## config.mk

```make
export PLATFORM = sky130hd
export DESIGN_NAME = pttm_ctrl
export DESIGN_NICKNAME = d
export VERILOG_FILES = /design/src/sv/pttm_pkg.sv /design/src/sv/pttm_ctrl.sv
export SDC_FILE = /design/constraint.sdc
export NUM_CORES = 1
export LEC_CHECK = 0
export BUFFER_PORTS_ARGS = -buffer_cell sky130_fd_sc_hd__buf_2
export CORE_AREA = 2 2 39 41
export DETAILED_ROUTE_END_ITERATION = 6
export DIE_AREA = 0 0 41 43
export SLEW_MARGIN = 5
export SYNTH_ARGS = -nofsm -noshare
export SYNTH_HDL_FRONTEND = slang
export SYNTH_SLANG_ARGS = --single-unit
```

## constraint.sdc

```tcl
create_clock -name clock -period 2.7 [get_ports clock]
set_input_delay 0.54 -clock clock [delete_from_list [all_inputs] [get_ports clock]]
set_output_delay 0.54 -clock clock [all_outputs]
set_load 0.02 [all_outputs]
```

## src/sv/pttm_pkg.sv

```systemverilog
// package: shared types and constants of the pulse train template matcher
package pttm_pkg;
   localparam int ENTRIES_DEF    = 16;
   localparam int MAX_PULSES_DEF = 512;
   localparam int PULSE_BITS_DEF = 20;
   localparam int FOOTER_LIMIT   = 9999;
   localparam int DEFAULT_TOL    = 30;

   typedef enum logic [1:0] {
      OP_TEMPLATE = 2'd0,
      OP_ATTR     = 2'd1,
      OP_PULSE    = 2'd2,
      OP_UNUSED   = 2'd3
   } opcode_type;

   typedef enum logic [2:0] {
      ST_IDLE,
      ST_CMP_RD,
      ST_CMP_EVAL,
      ST_SEARCH,
      ST_OUT
   } state_type;

   typedef struct packed {
      logic load_template;
      logic load_attr;
      logic cmp_start;
      logic cmp_read;
      logic cmp_eval;
      logic search_start;
      logic search_step;
      logic frame_clear;
      logic pulse_done;
   } cmd_type;

   typedef struct packed {
      logic cmp_last;
      logic search_done;
      logic overflow_now;
   } status_type;
endpackage

```

## src/sv/pttm_ctrl.sv

```systemverilog
// controller: sequences template loads, per-pulse code compares and the frame search
module pttm_ctrl (
   input  logic                clock,
   input  logic                reset,
   input  logic                req_valid,
   output logic                req_ready,
   input  logic [1:0]          req_opcode,
   input  logic                req_last_pulse,
   output logic                rsp_valid,
   input  logic                rsp_ready,
   input  pttm_pkg::status_type sts,
   output pttm_pkg::cmd_type    cmd
);
   pttm_pkg::state_type state_ff, state_in;
   logic last_ff, last_in;
   logic acc;

   assign acc = req_valid && req_ready;

   always_ff @(posedge clock) begin
      if (reset) begin
         state_ff <= pttm_pkg::ST_IDLE;
         last_ff  <= 1'b0;
      end else begin
         state_ff <= state_in;
         last_ff  <= last_in;
      end
   end

   always_comb begin
      state_in = state_ff;
      last_in  = last_ff;
      case (state_ff)
         pttm_pkg::ST_IDLE: begin
            if (acc && req_opcode == pttm_pkg::OP_PULSE) begin
               last_in = req_last_pulse;
               if (sts.overflow_now) begin
                  state_in = req_last_pulse ? pttm_pkg::ST_SEARCH : pttm_pkg::ST_IDLE;
               end else begin
                  state_in = pttm_pkg::ST_CMP_RD;
               end
            end
         end
         pttm_pkg::ST_CMP_RD: state_in = pttm_pkg::ST_CMP_EVAL;
         pttm_pkg::ST_CMP_EVAL: begin
            if (sts.cmp_last) begin
               state_in = last_ff ? pttm_pkg::ST_SEARCH : pttm_pkg::ST_IDLE;
            end else begin
               state_in = pttm_pkg::ST_CMP_RD;
            end
         end
         pttm_pkg::ST_SEARCH: begin
            if (sts.search_done) state_in = pttm_pkg::ST_OUT;
         end
         pttm_pkg::ST_OUT: begin
            if (rsp_ready) state_in = pttm_pkg::ST_IDLE;
         end
         default: state_in = pttm_pkg::ST_IDLE;
      endcase
   end

   always_comb begin
      req_ready = (state_ff == pttm_pkg::ST_IDLE);
      rsp_valid = (state_ff == pttm_pkg::ST_OUT);
      cmd = '0;
      cmd.load_template = acc && req_opcode == pttm_pkg::OP_TEMPLATE;
      cmd.load_attr     = acc && req_opcode == pttm_pkg::OP_ATTR;
      cmd.cmp_start     = acc && req_opcode == pttm_pkg::OP_PULSE;
      cmd.search_start  = acc && req_opcode == pttm_pkg::OP_PULSE && sts.overflow_now
                          && req_last_pulse;
      case (state_ff)
         pttm_pkg::ST_CMP_RD: cmd.cmp_read = 1'b1;
         pttm_pkg::ST_CMP_EVAL: begin
            cmd.cmp_eval = 1'b1;
            cmd.pulse_done = sts.cmp_last;
            cmd.search_start = sts.cmp_last && last_ff;
         end
         pttm_pkg::ST_SEARCH: cmd.search_step = 1'b1;
         pttm_pkg::ST_OUT: cmd.frame_clear = rsp_ready;
         default: ;
      endcase
   end
endmodule

```

== Word-level counts from Yosys, hierarchy flattened ==
Index checks and enable logic that the tools add are counted.

* Input port bits: 10
* Word-level logic and storage cells: 35
* Register bits after elaboration: 4
* Output and inout bits: 11

* Reductions and logical operators: 11
* Equal/unequal tests: 9
* Muxes and demuxes: 13

{| class="wikitable"
|+ Operators by type and width
! cell !! count
|-
| 3-bit case mux with 5 select lines || 1
|-
| 2-bit two-way mux || 5
|-
| 3-bit two-way mux || 3
|-
| 1-bit logical AND || 7
|-
| 3-bit by 2-bit equality test with 1-bit output (second input constant) || 2
|-
| 1-bit two-way mux || 4
|-
| 2-bit by 1-bit inequality test with 1-bit output (second input constant) || 2
|-
| 3-bit by 1-bit equality test with 1-bit output (second input constant) || 1
|-
| 3-bit equality test (second input constant) || 1
|-
| 3-bit zero test || 1
|-
| 3-bit AND reduction || 1
|-
| 2-bit by 1-bit equality test with 1-bit output (second input constant) || 1
|-
| 2-bit equality test (second input constant) || 1
|-
| 2-bit zero test || 1
|-
| 2-bit inequality test (second input constant) || 1
|-
| 2-bit AND reduction || 1
|}

== Depth between registers and ports, before layout ==
* Depth in word-level cells: 6
* Depth in mapped cells: 4
* Depth with buffers taken out: 3

== Worst setup path after synthesis ==
Ideal clock, no wire load.

* Path type: register -> output
* From: reg state_ff[1]
* To: out cmd[8] in the netlist's numbering
* Buffers on the path: 1
* Stages on the path, launching flop included: 4
* Arrival: 1.553 ns
* Slack: 0.607 ns
* Data required time: 2.160 ns
* Cells stage by stage: dfxtp_1 > or3_1 > clkbuf_2 > nor4b_1

{| class="wikitable"
|+ RTL lines
! element !! line !! text
|-
| start, declared || pttm_ctrl.sv:14 || <nowiki>pttm_pkg::state_type state_ff, state_in;</nowiki>
|-
| start signal, assigned || pttm_ctrl.sv:22 || <nowiki>state_ff <= pttm_pkg::ST_IDLE;</nowiki>
|-
| start signal, assigned || pttm_ctrl.sv:25 || <nowiki>state_ff <= state_in;</nowiki>
|-
| end, declared || pttm_ctrl.sv:12 || <nowiki>output pttm_pkg::cmd_type cmd</nowiki>
|}

==> impl_metrics.yaml <==
critical_path:
  crit_fanout: 7
  worstSetupPathType: "reg2out"
  cp.arrival_ps: 1530
  critPathCaptureType: "primary output"
  crit_required_ps: 2160
  cp-start-kind: "register"
sta:
  fin_crit_ps: 2070
  worst_pin_slew_ps: 539.9
  post-route-period-util_pct: 76.67
  slew_headroom_pct: 63.93
  max_freq_mhz: 483.1
  hold_viol: 0
  fin_ws_ps: 629.9
  fin_worst_skew_ps: 1.973
  fin_setup_tns_ps: 0
  rsz0062_at_grt: "no"
  setup_viol: 0
  slew_violations: 0
placement:
  io_buffer_count: 20
  pre_cts_ws_ps: 834.7
  dp.final_hpwl_um: 614.2
  routabilityCongestion: 0.6651
grt:
  overflow: 0
  grt_pass1_wl_um: 1138
  grt_pass1_vias: 319
  grt_max_degree: 9
  grt_use_total_pct: 9.347
  antenna_found_initial: 0
detailed_routing:
  drc: 0
  totalWireLength_um: 721
  ant_nets: 0
  wl_per_cell_um: 9.364
  drt-initial-drc-count: 5
  viasPerCell: 4.597
  num_vias: 354
  drt_first_pass_iters: 2
floorplan:
  io_pins: 21
  die-area_um2: 1763
  chipHeight_um: 43
  row_count: 14
  start_util_pct: 22.42
  core-area_um2: 1384
  dieWidth_um: 41
power_and_ir_drop:
  ir_worst_vdd_mv: 0.1437
  p_per_area_nw_per_um2: 394.3
  power_leakage_nw: 0.2284
synth:
  synth_ff_type: "dfxtp_1"
  synth_top_cell_area_share_pct: 25.81
  synth_cells: 40
  yosysWarnings: 0
  synthXorXnorAreaFrac_pct: 0
  yosysUniqueCellTypes: 24
  ys_top_cells_by_area: "dfxtp_1 (26%), and3b_2 (6.5%), and2_1 (6.0%), nor2_1 (4.8%), nor3b_1 (4.8%)"
  synth_compound_area_share_pct: 20.97
  seq_area_frac_synth_pct: 25.81
  synth_fa_ha_area_share_pct: 0
  synth_top_family_by_area: "simple AND/OR/NAND/NOR gates"
  yosysTopAreaCell: "dfxtp_1"
  synth_edf_count: 0
  syn_nets: 50
  synth-simple-area-share_pct: 45.56
  syn_area_per_cell_um2: 7.757
  synth_area_um2: 310.3
  synth-seq-cells: 4
  yosys-mux-area-fraction_pct: 0
  postSynth.asyncResetShare_pct: 0
clock_tree:
  cts_buffers: 3
  postCtsHoldBufs: 0
  clk-insertion-delay-late_ps: 230
  root_buffer: "clkbuf_4"
  numClockSinks: 4
  clk_path_buf_depth: 2
  path_clk_slew_ps: 40
  post_cts_buffers: 0
  cts_tree: "yes"
  htreeDepth: 1
  ctsResizeCount: 0
cells_and_area:
  area_delta_synth_final_pct: 41.94
  drive_gt1_share_pct: 42.62
  nets: 73
  final_core_util_pct: 31.83
  final_common_cell: "buf_2"
  n_antenna_cell: 0
  final_cell_mix: "buf_2 (20), nor2_1 (4), dfxtp_1 (4)"
run_status:
  status: "complete, no violations"
flow_run:
  drv_cap: 0
worst_hold_path:
  hold_path.class: "reg2reg"
[cell families after synthesis]
family                 after synthesis
buffers and inverters                5
flip-flops                           4
AO/OA/AOI/OAI                        9
AND/OR/NAND/NOR                     22
[final cells by class]
| cell class | count | area [um^2] |
|---|---|---|
| Clock buffer | 3 | 22.52 |
| Fill cell | 156 | 943.4 |
| Inverter | 3 | 11.26 |
| Multi-Input combinational cell | 31 | 206.4 |
| Sequential cell | 4 | 80.08 |
| Tap cell | 16 | 20.02 |
| Timing Repair Buffer | 20 | 100.1 |
[report_power, final]
| group | total [mW] | switching [mW] | internal, mW |
|---|---|---|---|
| Sequential | 0.0634 | 0.00205 | 0.0614 |
| Combinational | 0.0396 | 0.0225 | 0.0171 |
| Clock | 0.0707 | 0.0212 | 0.0495 |
[sequential cells by signal, indices dropped and copies added, names as in the netlist]
| signal | cells |
|---|---|
| last_ff | 1 |
| state_ff | 3 |
[through the flow]
step	power [mW]	instances	area [um^2]	hold WS, ps
floorplan	0.08809	40	310.3	450.9
global placement	0.1040	74	417.9	478.9
detailed placement	0.1041	74	417.9	484.1
CTS	0.1804	77	440.4	488.9
global route	0.1861	77	440.4	515.4
finish	0.1737	77	440.4	487.6
[worst max-delay path: stages (launching register included)]
cell and delay [ps]:
dfxtp_1 340, or3_1 470, nor2_1 160, a32o_1 170
buf_2 160
[layer usage]
metal	track usage [%]	share of wire, %	up-vias
met3	1.571	5.1	0
li1	-	-	190
met4	6.000	0	0
met5	0	0	-
met2	15.63	56	5
met1	10.00	39	159
[Yosys cell counts (2+ instances only)]
cell type,count
dfxtp_1,4
nor2_1,4
and2_1,3
inv_1,3
and3b_2,2
nand2_1,2
nand2b_1,2
nor3b_1,2
o21ai_1,2
or3_1,2
[worst paths after layout]
path         slack [ps]                startpoint                   end  depth (start not counted)
max reg2reg        1330  state_ff[1]$_SDFFE_PP0P_  last_ff$_SDFFE_PP0P_                          3
max                 630  state_ff[1]$_SDFFE_PP0P_                cmd[3]                          4
min reg2reg         490      last_ff$_SDFFE_PP0P_  last_ff$_SDFFE_PP0P_                          2
min                 490      last_ff$_SDFFE_PP0P_  last_ff$_SDFFE_PP0P_                          2
(Power assumes the default switching activity.)
